===== config.mk =====
export PLATFORM = sky130hd
export DESIGN_NAME = padded_sprite_blit_core
export DESIGN_NICKNAME = d
export VERILOG_FILES = /design/src/design/psb_pkg.sv /design/src/design/padded_sprite_blit_core.sv
export SDC_FILE = /design/constraint.sdc
export NUM_CORES = 1
export LEC_CHECK = 0
export ABC_CLOCK_PERIOD_IN_PS = 22100
export BUFFER_PORTS_ARGS = -buffer_cell sky130_fd_sc_hd__buf_2
export CORE_MARGIN = 10
export CORE_UTILIZATION = 45
export CTS_BUF_LIST = sky130_fd_sc_hd__clkbuf_4 sky130_fd_sc_hd__clkbuf_8
export DETAILED_ROUTE_END_ITERATION = 8
export PLACE_DENSITY = 0.72
export SYNTH_ARGS = -nofsm -noshare
export SYNTH_HDL_FRONTEND = slang
export SYNTH_SLANG_ARGS = --single-unit

===== constraint.sdc =====
create_clock -name clk -period 22.1 [get_ports clk]
set_clock_uncertainty 0.2 [all_clocks]
set_input_delay 0 -clock clk [delete_from_list [all_inputs] [get_ports clk]]
set_output_delay 0 -clock clk [all_outputs]
set_load 0.02 [all_outputs]

===== src/design/psb_pkg.sv =====
// ----------------------------------------------------------------------------
// psb_pkg
// Shared types, register indexes and helpers for the padded sprite blit core.
// ----------------------------------------------------------------------------
package psb_pkg;

	localparam int MAX_DIM = 4096;
	localparam int DIM_W   = 13;
	localparam int POS_W   = 12;
	localparam int COORD_W = 14;
	localparam int PITCH_W = 13;
	localparam int PROD_W  = COORD_W + PITCH_W;
	localparam int ADDR_W  = 24;
	localparam int PAD_W   = 2;
	localparam int NUM_SEG = 9;

	localparam logic [2:0] CFG_DEST_LEFT  = 3'd0;
	localparam logic [2:0] CFG_DEST_TOP   = 3'd1;
	localparam logic [2:0] CFG_WIDTH      = 3'd2;
	localparam logic [2:0] CFG_HEIGHT     = 3'd3;
	localparam logic [2:0] CFG_BORDER     = 3'd4;
	localparam logic [2:0] CFG_PITCH      = 3'd5;
	localparam logic [2:0] CFG_OVERLAY    = 3'd6;

	typedef enum logic [1:0] {
		ST_IDLE,
		ST_MUL,
		ST_OUT
	} state_t;

	typedef enum logic [3:0] {
		SEG_INT   = 4'd0,
		SEG_LEFT  = 4'd1,
		SEG_RIGHT = 4'd2,
		SEG_TOP   = 4'd3,
		SEG_BOT   = 4'd4,
		SEG_TL    = 4'd5,
		SEG_TR    = 4'd6,
		SEG_BL    = 4'd7,
		SEG_BR    = 4'd8
	} seg_t;

	typedef struct packed {
		logic [7:0] alpha;
		logic [7:0] blue;
		logic [7:0] green;
		logic [7:0] red;
	} pixel_t;

	// floor(n/5) for n < 1280 by reciprocal multiply
	function automatic logic [7:0] div5(input logic [10:0] n);
		logic [21:0] prod;
		prod = 22'(n) * 22'd1639;
		return prod[20:13];
	endfunction

	function automatic logic [DIM_W-1:0] clamp_dim(input logic [DIM_W-1:0] v);
		if (v == '0)
			return DIM_W'(1);
		else if (v > DIM_W'(MAX_DIM))
			return DIM_W'(MAX_DIM);
		else
			return v;
	endfunction

endpackage


===== src/design/padded_sprite_blit_core.sv =====
// ----------------------------------------------------------------------------
// padded_sprite_blit_core
// Sprite blit into an atlas with a clamp-to-edge padding border.
// ----------------------------------------------------------------------------
// Source RGBA pixels enter in raster order on the s_axis channel, one beat per
// pixel. Each pixel yields a burst of atlas write beats on m_axis: the
// interior write first, then left, right, top and bottom border copies and the
// four corner squares as the pixel position calls for; tlast marks the final
// beat of the burst. Geometry and the overlay blend are set through the
// cfg_we / cfg_index / cfg_data port; the user must write them only while the
// block is idle, which the block does not enforce. Any valid write restarts the
// sprite at position (0,0). Every write beat passes through one shared
// multiplier (row times pitch) in ST_MUL, and the column add follows in
// ST_OUT, where the beat is loaded into the output register. A burst has one
// beat for an interior pixel and up to 49 for a corner pixel with a border
// of three; the next pixel is accepted only once the burst is complete.
// s_axis_tready is high only between bursts.
// Reset returns the registers to their defaults and the position to (0,0).
// While m_axis_tready is low the output register holds its beat and the
// sequencer waits.
// ----------------------------------------------------------------------------
module padded_sprite_blit_core (
	input  logic        clk,
	input  logic        arst_n,
	input  logic        cfg_we,
	input  logic [2:0]  cfg_index,
	input  logic [12:0] cfg_data,
	input  logic        s_axis_tvalid,
	output logic        s_axis_tready,
	// src_red, src_green, src_blue, src_alpha
	input  logic [31:0] s_axis_tdata,
	output logic        m_axis_tvalid,
	input  logic        m_axis_tready,
	// write_address, out_red, out_green, out_blue, out_alpha
	output logic [55:0] m_axis_tdata,
	output logic        m_axis_tlast
);

	localparam int DW = psb_pkg::DIM_W;
	localparam int PW = psb_pkg::POS_W;
	localparam int CW = psb_pkg::COORD_W;
	localparam int NS = psb_pkg::NUM_SEG;

	logic [PW-1:0]                   dest_left_q;
	logic [PW-1:0]                   dest_top_q;
	logic [DW-1:0]                   width_q;
	logic [DW-1:0]                   height_q;
	logic [psb_pkg::PAD_W-1:0]       pad_q;
	logic [psb_pkg::PITCH_W-1:0]     pitch_q;
	logic                            overlay_q;

	logic [PW-1:0]                   col_cnt_q;
	logic [PW-1:0]                   row_cnt_q;

	psb_pkg::state_t                 state_q, state_d;
	psb_pkg::seg_t                   seg_q, seg_d;
	logic [psb_pkg::PAD_W-1:0]       i_q, i_d, j_q, j_d;
	logic [NS-1:0]                   en_q;
	logic [CW-1:0]                   rowa_q, rowc_q, cold_q, colf_q;
	psb_pkg::pixel_t                 pix_q, blend_q;
	logic [psb_pkg::PROD_W-1:0]      prod_q;
	logic [CW-1:0]                   colsel_q;

	logic                            m_valid_q;
	logic [55:0]                     m_data_q;
	logic                            m_last_q;

	logic [DW-1:0]                   w_eff, h_eff;
	logic [DW-1:0]                   pt, pl;
	logic                            first_col, last_col, first_row, last_row;
	logic                            in_fire, load;
	logic [CW-1:0]                   row_sel, col_sel;
	logic                            seg_end, found, last;
	psb_pkg::seg_t                   seg_nxt;
	psb_pkg::pixel_t                 src_px, blend_px, out_px;
	logic [psb_pkg::ADDR_W-1:0]      addr;
	logic [PW:0]                     col_inc;

	assign w_eff     = psb_pkg::clamp_dim(width_q);
	assign h_eff     = psb_pkg::clamp_dim(height_q);
	assign pt        = DW'(dest_top_q) + DW'(pad_q);
	assign pl        = DW'(dest_left_q) + DW'(pad_q);
	assign first_col = (col_cnt_q == '0);
	assign last_col  = (DW'(col_cnt_q) == w_eff - DW'(1));
	assign first_row = (row_cnt_q == '0);
	assign last_row  = (DW'(row_cnt_q) == h_eff - DW'(1));
	assign col_inc   = {1'b0, col_cnt_q} + (PW+1)'(1);

	assign s_axis_tready = (state_q == psb_pkg::ST_IDLE);
	assign in_fire       = s_axis_tvalid && s_axis_tready;
	assign load          = !m_valid_q || m_axis_tready;

	assign src_px = psb_pkg::pixel_t'(s_axis_tdata);

	always_comb begin
		if (overlay_q) begin
			blend_px.red   = psb_pkg::div5({2'b00, src_px.red, 1'b0});
			blend_px.green = psb_pkg::div5({2'b00, src_px.green, 1'b0} + 11'd765);
			blend_px.blue  = psb_pkg::div5({2'b00, src_px.blue, 1'b0});
			blend_px.alpha = psb_pkg::div5({2'b00, src_px.alpha, 1'b0} + 11'd765);
		end else begin
			blend_px = src_px;
		end
	end

	always_comb begin
		row_sel = rowa_q;
		col_sel = cold_q;
		unique case (seg_q)
			psb_pkg::SEG_INT: begin
				row_sel = rowa_q;
				col_sel = cold_q;
			end
			psb_pkg::SEG_LEFT: begin
				row_sel = rowa_q;
				col_sel = CW'(dest_left_q) + CW'(i_q);
			end
			psb_pkg::SEG_RIGHT: begin
				row_sel = rowa_q;
				col_sel = colf_q + CW'(i_q);
			end
			psb_pkg::SEG_TOP: begin
				row_sel = CW'(dest_top_q) + CW'(i_q);
				col_sel = cold_q;
			end
			psb_pkg::SEG_BOT: begin
				row_sel = rowc_q + CW'(i_q);
				col_sel = cold_q;
			end
			psb_pkg::SEG_TL: begin
				row_sel = CW'(dest_top_q) + CW'(i_q);
				col_sel = CW'(dest_left_q) + CW'(j_q);
			end
			psb_pkg::SEG_TR: begin
				row_sel = CW'(dest_top_q) + CW'(i_q);
				col_sel = colf_q + CW'(j_q);
			end
			psb_pkg::SEG_BL: begin
				row_sel = rowc_q + CW'(i_q);
				col_sel = CW'(dest_left_q) + CW'(j_q);
			end
			psb_pkg::SEG_BR: begin
				row_sel = rowc_q + CW'(i_q);
				col_sel = colf_q + CW'(j_q);
			end
			default: begin
				row_sel = rowa_q;
				col_sel = cold_q;
			end
		endcase
	end

	always_comb begin
		found   = 1'b0;
		seg_nxt = psb_pkg::SEG_INT;
		for (int k = 0; k < NS; k++) begin
			if (!found && en_q[k] && (4'(k) > seg_q)) begin
				found   = 1'b1;
				seg_nxt = psb_pkg::seg_t'(4'(k));
			end
		end
	end

	always_comb begin
		if (seg_q == psb_pkg::SEG_INT)
			seg_end = 1'b1;
		else if (seg_q >= psb_pkg::SEG_TL)
			seg_end = (i_q == pad_q - 2'd1) && (j_q == pad_q - 2'd1);
		else
			seg_end = (i_q == pad_q - 2'd1);
	end

	assign last   = seg_end && !found;
	assign out_px = (seg_q == psb_pkg::SEG_INT) ? blend_q : pix_q;
	assign addr   = psb_pkg::ADDR_W'(prod_q + psb_pkg::PROD_W'(colsel_q));

	always_comb begin
		state_d = state_q;
		seg_d   = seg_q;
		i_d     = i_q;
		j_d     = j_q;
		unique case (state_q)
			psb_pkg::ST_IDLE: begin
				if (in_fire) begin
					state_d = psb_pkg::ST_MUL;
					seg_d   = psb_pkg::SEG_INT;
					i_d     = '0;
					j_d     = '0;
				end
			end
			psb_pkg::ST_MUL: begin
				state_d = psb_pkg::ST_OUT;
			end
			psb_pkg::ST_OUT: begin
				if (load) begin
					if (last) begin
						state_d = psb_pkg::ST_IDLE;
					end else begin
						state_d = psb_pkg::ST_MUL;
						if (seg_end) begin
							seg_d = seg_nxt;
							i_d   = '0;
							j_d   = '0;
						end else if (seg_q >= psb_pkg::SEG_TL) begin
							if (j_q == pad_q - 2'd1) begin
								j_d = '0;
								i_d = i_q + 2'd1;
							end else begin
								j_d = j_q + 2'd1;
							end
						end else begin
							i_d = i_q + 2'd1;
						end
					end
				end
			end
			default: begin
				state_d = psb_pkg::ST_IDLE;
			end
		endcase
	end

	always_ff @(posedge clk or negedge arst_n) begin
		if (!arst_n) begin
			state_q <= psb_pkg::ST_IDLE;
			seg_q   <= psb_pkg::SEG_INT;
			i_q     <= '0;
			j_q     <= '0;
		end else begin
			state_q <= state_d;
			seg_q   <= seg_d;
			i_q     <= i_d;
			j_q     <= j_d;
		end
	end

	always_ff @(posedge clk or negedge arst_n) begin
		if (!arst_n) begin
			dest_left_q <= '0;
			dest_top_q  <= '0;
			width_q     <= DW'(1);
			height_q    <= DW'(1);
			pad_q       <= '0;
			pitch_q     <= psb_pkg::PITCH_W'(4096);
			overlay_q   <= 1'b0;
			col_cnt_q   <= '0;
			row_cnt_q   <= '0;
		end else if (cfg_we) begin
			unique case (cfg_index)
				psb_pkg::CFG_DEST_LEFT: dest_left_q <= cfg_data[PW-1:0];
				psb_pkg::CFG_DEST_TOP:  dest_top_q  <= cfg_data[PW-1:0];
				psb_pkg::CFG_WIDTH:     width_q     <= cfg_data;
				psb_pkg::CFG_HEIGHT:    height_q    <= cfg_data;
				psb_pkg::CFG_BORDER:    pad_q       <= cfg_data[psb_pkg::PAD_W-1:0];
				psb_pkg::CFG_PITCH:     pitch_q     <= cfg_data;
				psb_pkg::CFG_OVERLAY:   overlay_q   <= cfg_data[0];
				default: ;
			endcase
			if (cfg_index <= psb_pkg::CFG_OVERLAY) begin
				col_cnt_q <= '0;
				row_cnt_q <= '0;
			end
		end else if (in_fire) begin
			if (last_col) begin
				col_cnt_q <= '0;
				row_cnt_q <= last_row ? '0 : row_cnt_q + PW'(1);
			end else begin
				col_cnt_q <= col_inc[PW-1:0];
			end
		end
	end

	always_ff @(posedge clk or negedge arst_n) begin
		if (!arst_n) begin
			en_q <= '0;
		end else if (in_fire) begin
			en_q[psb_pkg::SEG_INT]   <= 1'b1;
			en_q[psb_pkg::SEG_LEFT]  <= (pad_q != '0) && first_col;
			en_q[psb_pkg::SEG_RIGHT] <= (pad_q != '0) && last_col;
			en_q[psb_pkg::SEG_TOP]   <= (pad_q != '0) && first_row;
			en_q[psb_pkg::SEG_BOT]   <= (pad_q != '0) && last_row;
			en_q[psb_pkg::SEG_TL]    <= (pad_q != '0) && first_col && first_row;
			en_q[psb_pkg::SEG_TR]    <= (pad_q != '0) && last_col && first_row;
			en_q[psb_pkg::SEG_BL]    <= (pad_q != '0) && first_col && last_row;
			en_q[psb_pkg::SEG_BR]    <= (pad_q != '0) && last_col && last_row;
		end
	end

	always_ff @(posedge clk) begin
		if (in_fire) begin
			pix_q   <= src_px;
			blend_q <= blend_px;
			rowa_q  <= CW'(pt) + CW'(row_cnt_q);
			rowc_q  <= CW'(pt) + CW'(h_eff);
			cold_q  <= CW'(pl) + CW'(col_cnt_q);
			colf_q  <= CW'(pl) + CW'(w_eff);
		end
		if (state_q == psb_pkg::ST_MUL) begin
			prod_q   <= psb_pkg::PROD_W'(row_sel) * psb_pkg::PROD_W'(pitch_q);
			colsel_q <= col_sel;
		end
	end

	always_ff @(posedge clk or negedge arst_n) begin
		if (!arst_n) begin
			m_valid_q <= 1'b0;
			m_last_q  <= 1'b0;
		end else if (state_q == psb_pkg::ST_OUT && load) begin
			m_valid_q <= 1'b1;
			m_last_q  <= last;
		end else if (m_axis_tready) begin
			m_valid_q <= 1'b0;
		end
	end

	always_ff @(posedge clk) begin
		if (state_q == psb_pkg::ST_OUT && load)
			m_data_q <= {out_px.alpha, out_px.blue, out_px.green, out_px.red, addr};
	end

	assign m_axis_tvalid = m_valid_q;
	assign m_axis_tdata  = m_data_q;
	assign m_axis_tlast  = m_last_q;

`ifndef SYNTHESIS
	a_start_interior: assert property (@(posedge clk) disable iff (!arst_n)
		in_fire |=> (state_q == psb_pkg::ST_MUL) && (seg_q == psb_pkg::SEG_INT))
		else $error("burst does not start with the interior write");

	a_last_ends_burst: assert property (@(posedge clk) disable iff (!arst_n)
		(state_q == psb_pkg::ST_OUT) && load && last |=> (state_q == psb_pkg::ST_IDLE))
		else $error("sequencer busy after final beat");

	a_border_needs_pad: assert property (@(posedge clk) disable iff (!arst_n)
		(state_q != psb_pkg::ST_IDLE) && (seg_q != psb_pkg::SEG_INT) |->
			(pad_q != '0) && (i_q < pad_q) && (j_q < pad_q))
		else $error("border index out of range");

	a_column_in_sprite: assert property (@(posedge clk) disable iff (!arst_n)
		(DW'(col_cnt_q) < w_eff) && (DW'(row_cnt_q) < h_eff))
		else $error("position outside sprite");
`endif

endmodule

==> Yosys cells after proc, flatten, opt, wreduce, memory -nomap -nowiden <==
Index checks and enable logic that the tools add are counted.
{ "word_totals": {"ff_bits": 325, "output_inout_bits": 59, "word_cells": 228} }
{ "classes": {"n_addsub": 22, "multipliers": 5, "order_cmp": 13, "n_eq_ne": 27, "mux": 59, "n_reduce_logical": 69} }
{ "ops": {"columns": ["op", "count"], "rows": [
  ["two-way mux 12 bit", 8],
  ["adder 12 x 2 -> 13 bit", 5],
  ["two-way mux 32 bit", 2],
  ["case mux 14 bit (4 select lines)", 1],
  ["two-way mux 13 bit", 4],
  ["two-way mux 4 bit", 11],
  ["adder 14 x 2 -> 14 bit", 3],
  ["multiplier 11 x 11 -> 21 bit, second input constant", 2],
  ["multiplier 8 x 11 -> 19 bit, second input constant", 2],
  ["logical AND 1 bit", 29],
  ["adder 13 x 12 -> 14 bit", 2],
  ["adder 13 x 13 -> 14 bit", 2],
  ["case mux 14 bit (2 select lines)", 1],
  ["equality test 12 x 13 -> 1 bit", 2],
  ["greater-than comparator 13 bit, second input constant", 2],
  ["logical NOT 13 bit", 2],
  ["two-way mux 2 bit", 13],
  ["subtractor 13 x 1 -> 13 bit, second input constant", 2],
  ["adder 12 x 1 -> 12 bit, second input constant", 2],
  ["adder 24 x 14 -> 24 bit", 1],
  ["logical NOT 12 bit", 2],
  ["multiplier 14 x 13 -> 24 bit", 1],
  ["adder 9 x 10 -> 11 bit, second input constant", 2],
  ["AND reduction 2 bit", 9],
  ["36 further kinds", 85]
]} }

==> Longest topological paths before layout <==
{ "depth": {"word_depth": 40, "mapped_depth": 27} }

==> Worst setup path after synthesis <==
OpenSTA, ideal clock, no wires.
{ "synth_timing": {"path_kind": "reg-to-reg", "start": "reg seg_q[2]", "end": "reg prod_q[23] (netlist name) (data pin)", "arrival_time_ns": 6.487, "t_required_ns": 21.640, "path_slack_ns": 15.153, "path_stages_with_launch": 27, "n_path_buf": 3, "cell_sequence": "dfrtp_1 clkbuf_1 xnor2_1 a211oi_1 nor2_1 clkbuf_1 nand2_1 o221ai_1 clkbuf_1 and2_1 fa_1 inv_1 fa_1 inv_1 fa_1 inv_1 fa_1 fa_1 inv_1 ha_1 or3_1 o211a_1 a41o_1 o21ai_0 o21ai_0 a31oi_1 xnor2_1"} }
{ "synth_via": {"elab_chain_len": 4, "word_cells_on_any_way": 10} }
{ "synth_rtl": {"columns": ["element", "line_no", "text"], "rows": [
  ["from (decl)", "padded_sprite_blit_core.sv:56", "psb_pkg::seg_t seg_q, seg_d;"],
  ["from (signal assigned)", "padded_sprite_blit_core.sv:226", "seg_q <= psb_pkg::SEG_INT;"],
  ["from (signal assigned)", "padded_sprite_blit_core.sv:231", "seg_q <= seg_d;"],
  ["equality test 4 bit, or another cell as far along", "padded_sprite_blit_core.sv:109", "unique case (seg_q)"],
  ["OR reduction 3 bit (no source line)", null, null],
  ["case mux 14 bit (2 select lines) *", "padded_sprite_blit_core.sv:109", null],
  ["multiplier 14 x 13 -> 24 bit *", "padded_sprite_blit_core.sv:299", "prod_q <= psb_pkg::PROD_W'(row_sel) * psb_pkg::PROD_W'(pitch_q);"],
  ["to (signal assigned)", "padded_sprite_blit_core.sv:299", null],
  ["to (decl)", "padded_sprite_blit_core.sv:61", "logic [psb_pkg::PROD_W-1:0] prod_q;"]
]} }
Mark *: on every way between the ends. The rest lies on a longest branch, timed or not.
A chain may end at the register's enable or synchronous reset.

==> Final worst setup path <==
Ends and elaborated chain as after synthesis.

==> flow_summary.html <==
<table>
<tr><th>Metric</th><th>Value</th></tr>
<tr><th colspan="2">Critical path</th></tr>
<tr><td>Worst path top cell family by delay</td><td>adder cells</td></tr>
<tr><td>Most frequent CP cell</td><td>fa_1</td></tr>
<tr><td>CP cell instances</td><td>xnor2_1, a211oi_1, nor2_1, nand2_1, o221ai_1, and2_1, fa_1, inv_1, fa_1, inv_1, fa_1, inv_1, fa_1, fa_1, inv_1, ha_1, or3_1, o211a_1, a41o_1, o21ai_0, o21ai_0, a31oi_1, xnor2_1</td></tr>
<tr><td>Classification of the worst setup path</td><td>reg -&gt; reg</td></tr>
<tr><td>Largest stage delay on the critical path</td><td>0.69 ns</td></tr>
<tr><td>Critical Path RT</td><td>22.27 ns</td></tr>
<tr><td>Nature of the critical path endpoint</td><td>flop</td></tr>
<tr><td>Slowest cell on crit path</td><td>dfrtp_1</td></tr>
<tr><td>Worst Path Arrival</td><td>8.28 ns</td></tr>
<tr><td>Startpoint type of the worst setup path</td><td>flop</td></tr>
<tr><td>Worst Path Buf+Inv</td><td>4</td></tr>
<tr><td>Worst-path maximum fanout</td><td>17</td></tr>
<tr><th colspan="2">Yosys</th></tr>
<tr><td>Nets in the synthesized netlist</td><td>3598</td></tr>
<tr><td>Share of synthesized area spent on multiplexers</td><td>4.25%</td></tr>
<tr><td>Count of flip-flops with a built-in enable after synthesis</td><td>214</td></tr>
<tr><td>Flip-flop and latch count after synthesis</td><td>324</td></tr>
<tr><td>Simple-gate share of the synthesized area</td><td>13.6%</td></tr>
<tr><td>Flip-flop cell with the highest count after synthesis</td><td>edfxtp_1</td></tr>
<tr><td>Number of distinct library cells after synthesis</td><td>82</td></tr>
<tr><td>Share of the synthesized area in the top cell type</td><td>21.2%</td></tr>
<tr><td>Warnings from Yosys</td><td>0</td></tr>
<tr><td>Cell area after synthesis</td><td>30300 um^2</td></tr>
<tr><td>Syn_area_per_cell</td><td>10.3 um^2</td></tr>
<tr><td>Synthesized instance count</td><td>2951</td></tr>
<tr><td>Share of synthesized area occupied by flip-flops and latches</td><td>30.3%</td></tr>
<tr><td>Largest family of logic cells by synthesized area</td><td>adder cells</td></tr>
<tr><td>Synth Area in XOR/XNOR</td><td>6.37%</td></tr>
<tr><td>Leading post-synthesis cells by cell area</td><td>edfxtp_1, fa_1, ha_1, dfrtp_1, inv_1</td></tr>
<tr><td>Share of the synthesized area in compound gates (AO/OA/AOI/OAI)</td><td>8.90%</td></tr>
<tr><td>Adder-cell share of the synthesized area</td><td>30.5%</td></tr>
<tr><td>Library cell occupying the most area in the post-synthesis netlist</td><td>edfxtp_1</td></tr>
<tr><td>Share of synthesized flip-flops with an asynchronous set or reset</td><td>34.0%</td></tr>
<tr><th colspan="2">Placed design</th></tr>
<tr><td>HPWL reported at the end of detailed placement</td><td>53400 um</td></tr>
<tr><td>Buffers on Ports</td><td>111</td></tr>
<tr><td>Post-Place Worst Slack</td><td>14.16 ns</td></tr>
<tr><td>Global placer's final weighted congestion</td><td>0.920</td></tr>
<tr><th colspan="2">Clock tree</th></tr>
<tr><td>Resized Gates After CTS</td><td>0</td></tr>
<tr><td>Longest Clk Path Bufs</td><td>3</td></tr>
<tr><td>Insertion delay to the later sink of the worst-skew pair</td><td>0.69 ns</td></tr>
<tr><td>Number of sinks driven by the clock tree</td><td>324</td></tr>
<tr><td>Root buffer cell</td><td>clkbuf_8</td></tr>
<tr><td>Clock tree from TritonCTS</td><td>built</td></tr>
<tr><td>Worst-path clk slew</td><td>0.07 ns</td></tr>
<tr><td>CTS buffer count</td><td>59</td></tr>
<tr><td>H-tree depth</td><td>2</td></tr>
<tr><th colspan="2">Cells and area</th></tr>
<tr><td>Area of the multi-input gates</td><td>19300 um^2</td></tr>
<tr><td>Net count, final</td><td>3788</td></tr>
<tr><td>Fill cells</td><td>5919</td></tr>
<tr><td>Layout Area Growth over Synthesis</td><td>12.7%</td></tr>
<tr><td>Combined flip-flop and latch cell area</td><td>9180 um^2</td></tr>
<tr><td>Fraction of final layout cells sized beyond drive strength 1</td><td>11.8%</td></tr>
<tr><th colspan="2">Global route</th></tr>
<tr><td>GRT overflow</td><td>0</td></tr>
<tr><td>Pin count of the biggest net entering global routing</td><td>68</td></tr>
<tr><td>First-pass GRT wire length</td><td>117000 um</td></tr>
<tr><td>Number of antenna violations at the first check in global routing</td><td>5</td></tr>
<tr><td>Vias in the first global route</td><td>22100</td></tr>
<tr><td>GRT Util Overall</td><td>18.2%</td></tr>
<tr><th colspan="2">Die</th></tr>
<tr><td>Die Y-Extent</td><td>280 um</td></tr>
<tr><td>Total die area</td><td>78200 um^2</td></tr>
<tr><td>Die span in x</td><td>280 um</td></tr>
<tr><td>I/O pins</td><td>112</td></tr>
<tr><td>Core ar.</td><td>67000 um^2</td></tr>
<tr><td>Initial Util</td><td>45.3%</td></tr>
<tr><td>Placement row count</td><td>95</td></tr>
<tr><th colspan="2">Route</th></tr>
<tr><td>Final routed wire length divided by cell count</td><td>17.6 um</td></tr>
<tr><td>Post-route ant nets</td><td>0</td></tr>
<tr><td>Final WL</td><td>71600 um</td></tr>
<tr><td>Drt drc</td><td>0</td></tr>
<tr><td>DRT Pass-1 Iters</td><td>6</td></tr>
<tr><td>DRC violation total after the first TritonRoute iteration</td><td>1625</td></tr>
<tr><td>Number of vias in the routed layout</td><td>22100</td></tr>
<tr><td>Drt via density</td><td>5.42</td></tr>
<tr><th colspan="2">Run status</th></tr>
<tr><td>Outcome</td><td>complete, no violations</td></tr>
<tr><th colspan="2">STA</th></tr>
<tr><td>Number of hold violations in the final report</td><td>0</td></tr>
<tr><td>Highest achievable clock rate</td><td>0.123 GHz</td></tr>
<tr><td>Setup total negative slack</td><td>0 ns</td></tr>
<tr><td>Number of pins exceeding their max-slew limit in the final report</td><td>0</td></tr>
<tr><td>Worst slew margin</td><td>13.9%</td></tr>
<tr><td>Fin crit period</td><td>8.11 ns</td></tr>
<tr><td>Unrepaired setup endpoints after global routing</td><td>no</td></tr>
<tr><td>Transition at the pin with the smallest max-transition slack</td><td>1.28 ns</td></tr>
<tr><td>Setup ws final</td><td>13.99 ns</td></tr>
<tr><td>Final period util</td><td>36.7%</td></tr>
<tr><td>Final setup vio count</td><td>0</td></tr>
<tr><th colspan="2">Run</th></tr>
<tr><td>Max-capacitance violation count</td><td>0</td></tr>
<tr><th colspan="2">Min path</th></tr>
<tr><td>Hold crit path type</td><td>in -&gt; reg</td></tr>
</table>
[final cells by class]
cell class | count | area share, %
clock buffer | 77 | 2.88
clock inverter | 34 | 1.22
antenna | 4 | 0.0293
sequential | 324 | 26.9
multi-input combinational | 2143 | 56.6
tap | 873 | 3.20
inverter | 385 | 4.23
timing repair buffer | 228 | 5.01
[metal layers]
layer | global-route usage, % | vias up | wire length [um]
met5 | 0 | - | 13
met4 | 5.00 | 2 | 1840
met3 | 3.19 | 122 | 4200
met2 | 29.7 | 597 | 33400
met1 | 24.7 | 10800 | 32200
li1 | - | 10500 | -
[timing repair]
item / in CTS / in global routing
hold endpoints to repair: 269 / 0
hold buffers: 103 / 0
setup buffers: 0 / 0
[cells in the mapped netlist (5+ instances only)]
cell type	instances
a211oi_1	18
a21o_1	29
a21oi_1	82
a22oi_1	6
a311oi_1	5
a31oi_1	12
a32oi_1	12
and2_1	107
and3_1	40
buf_2	5
clkbuf_1	90
dfrtp_1	107
edfxtp_1	214
fa_1	243
ha_1	351
inv_1	384
mux2_2	111
nand2_1	256
nand2b_1	19
nand3_1	62
nand4_1	17
nor2_1	114
nor2b_1	38
nor3_1	67
nor3b_1	15
nor4_1	16
o211ai_1	9
o21a_1	16
o21ai_0	80
o21bai_1	9
o221ai_1	19
o22ai_1	7
o31ai_1	17
o41ai_1	14
or2_2	16
or3_1	24
xnor2_1	126
xor2_1	92
[cell families (layout without fill, tap and decap cells)]
| family | count (synthesis) | after routing |
|---|---|---|
| xor+xnor | 219 | 219 |
| other cells | 0 | 4 |
| buf+inv | 484 | 724 |
| compound gates | 396 | 396 |
| flops | 324 | 324 |
| mux | 115 | 115 |
| fa+ha+maj | 594 | 594 |
| simple gates | 819 | 819 |
[flip-flops by register name, summed over array words and instances (netlist names), 13 cells and up]
name / count
height_q: 13
m_axis_tdata: 56
colsel_q: 14
prod_q: 24
pix_q: 32
cold_q: 14
width_q: 13
rowa_q: 14
colf_q: 14
rowc_q: 14
blend_q: 32
pitch_q: 13
[worst paths after layout]
kind,startpoint,endpoint,slack [ns],depth (start not counted)
worst max-delay path,seg_q[2],prod_q[23],13.99,23
worst min-delay path,s_axis_tdata[8],pix_q[8],0.04,2
worst max register to register,seg_q[2],prod_q[23],13.99,23
worst min register to register,height_q[11],height_q[11],0.31,1
max in group asynchronous,arst_n,height_q[7],20.58,4
min in group asynchronous,arst_n,dest_left_q[11],0.21,4
[placed cells by master (no fill, tap or decap), drive strengths merged, types with 77 or more instances in the layout]
cell type | Yosys | final
dlygate4sd3 | 0 | 102
a21oi | 82 | 82
nand2 | 256 | 256
fa | 243 | 243
inv | 384 | 386
buf | 9 | 126
ha | 351 | 351
xor2 | 92 | 92
xnor2 | 126 | 126
and2 | 107 | 107
clkbuf | 90 | 77
edfxtp | 214 | 214
dfrtp | 107 | 107
nor2 | 114 | 114
o21ai | 83 | 83
mux2 | 111 | 111
[stage by stage]
step | hold WS, ns | area [um^2] | cells | utilization [%]
6_report | 0.0357 | 34200 | 4068 | 51.0
3_5_place_dp | -0.155 | 31700 | 3850 | 47.3
2_1_floorplan | -0.496 | 30300 | 2951 | -
3_3_place_gp | -0.160 | 31700 | 3850 | 47.3
5_1_grt | 0.0562 | 34200 | 4068 | 51.0
4_1_cts | 0.00128 | 34200 | 4064 | 51.0
Power is not shown: default switching activity piles up to over one toggle a cycle in this logic, so the estimate is an artifact.
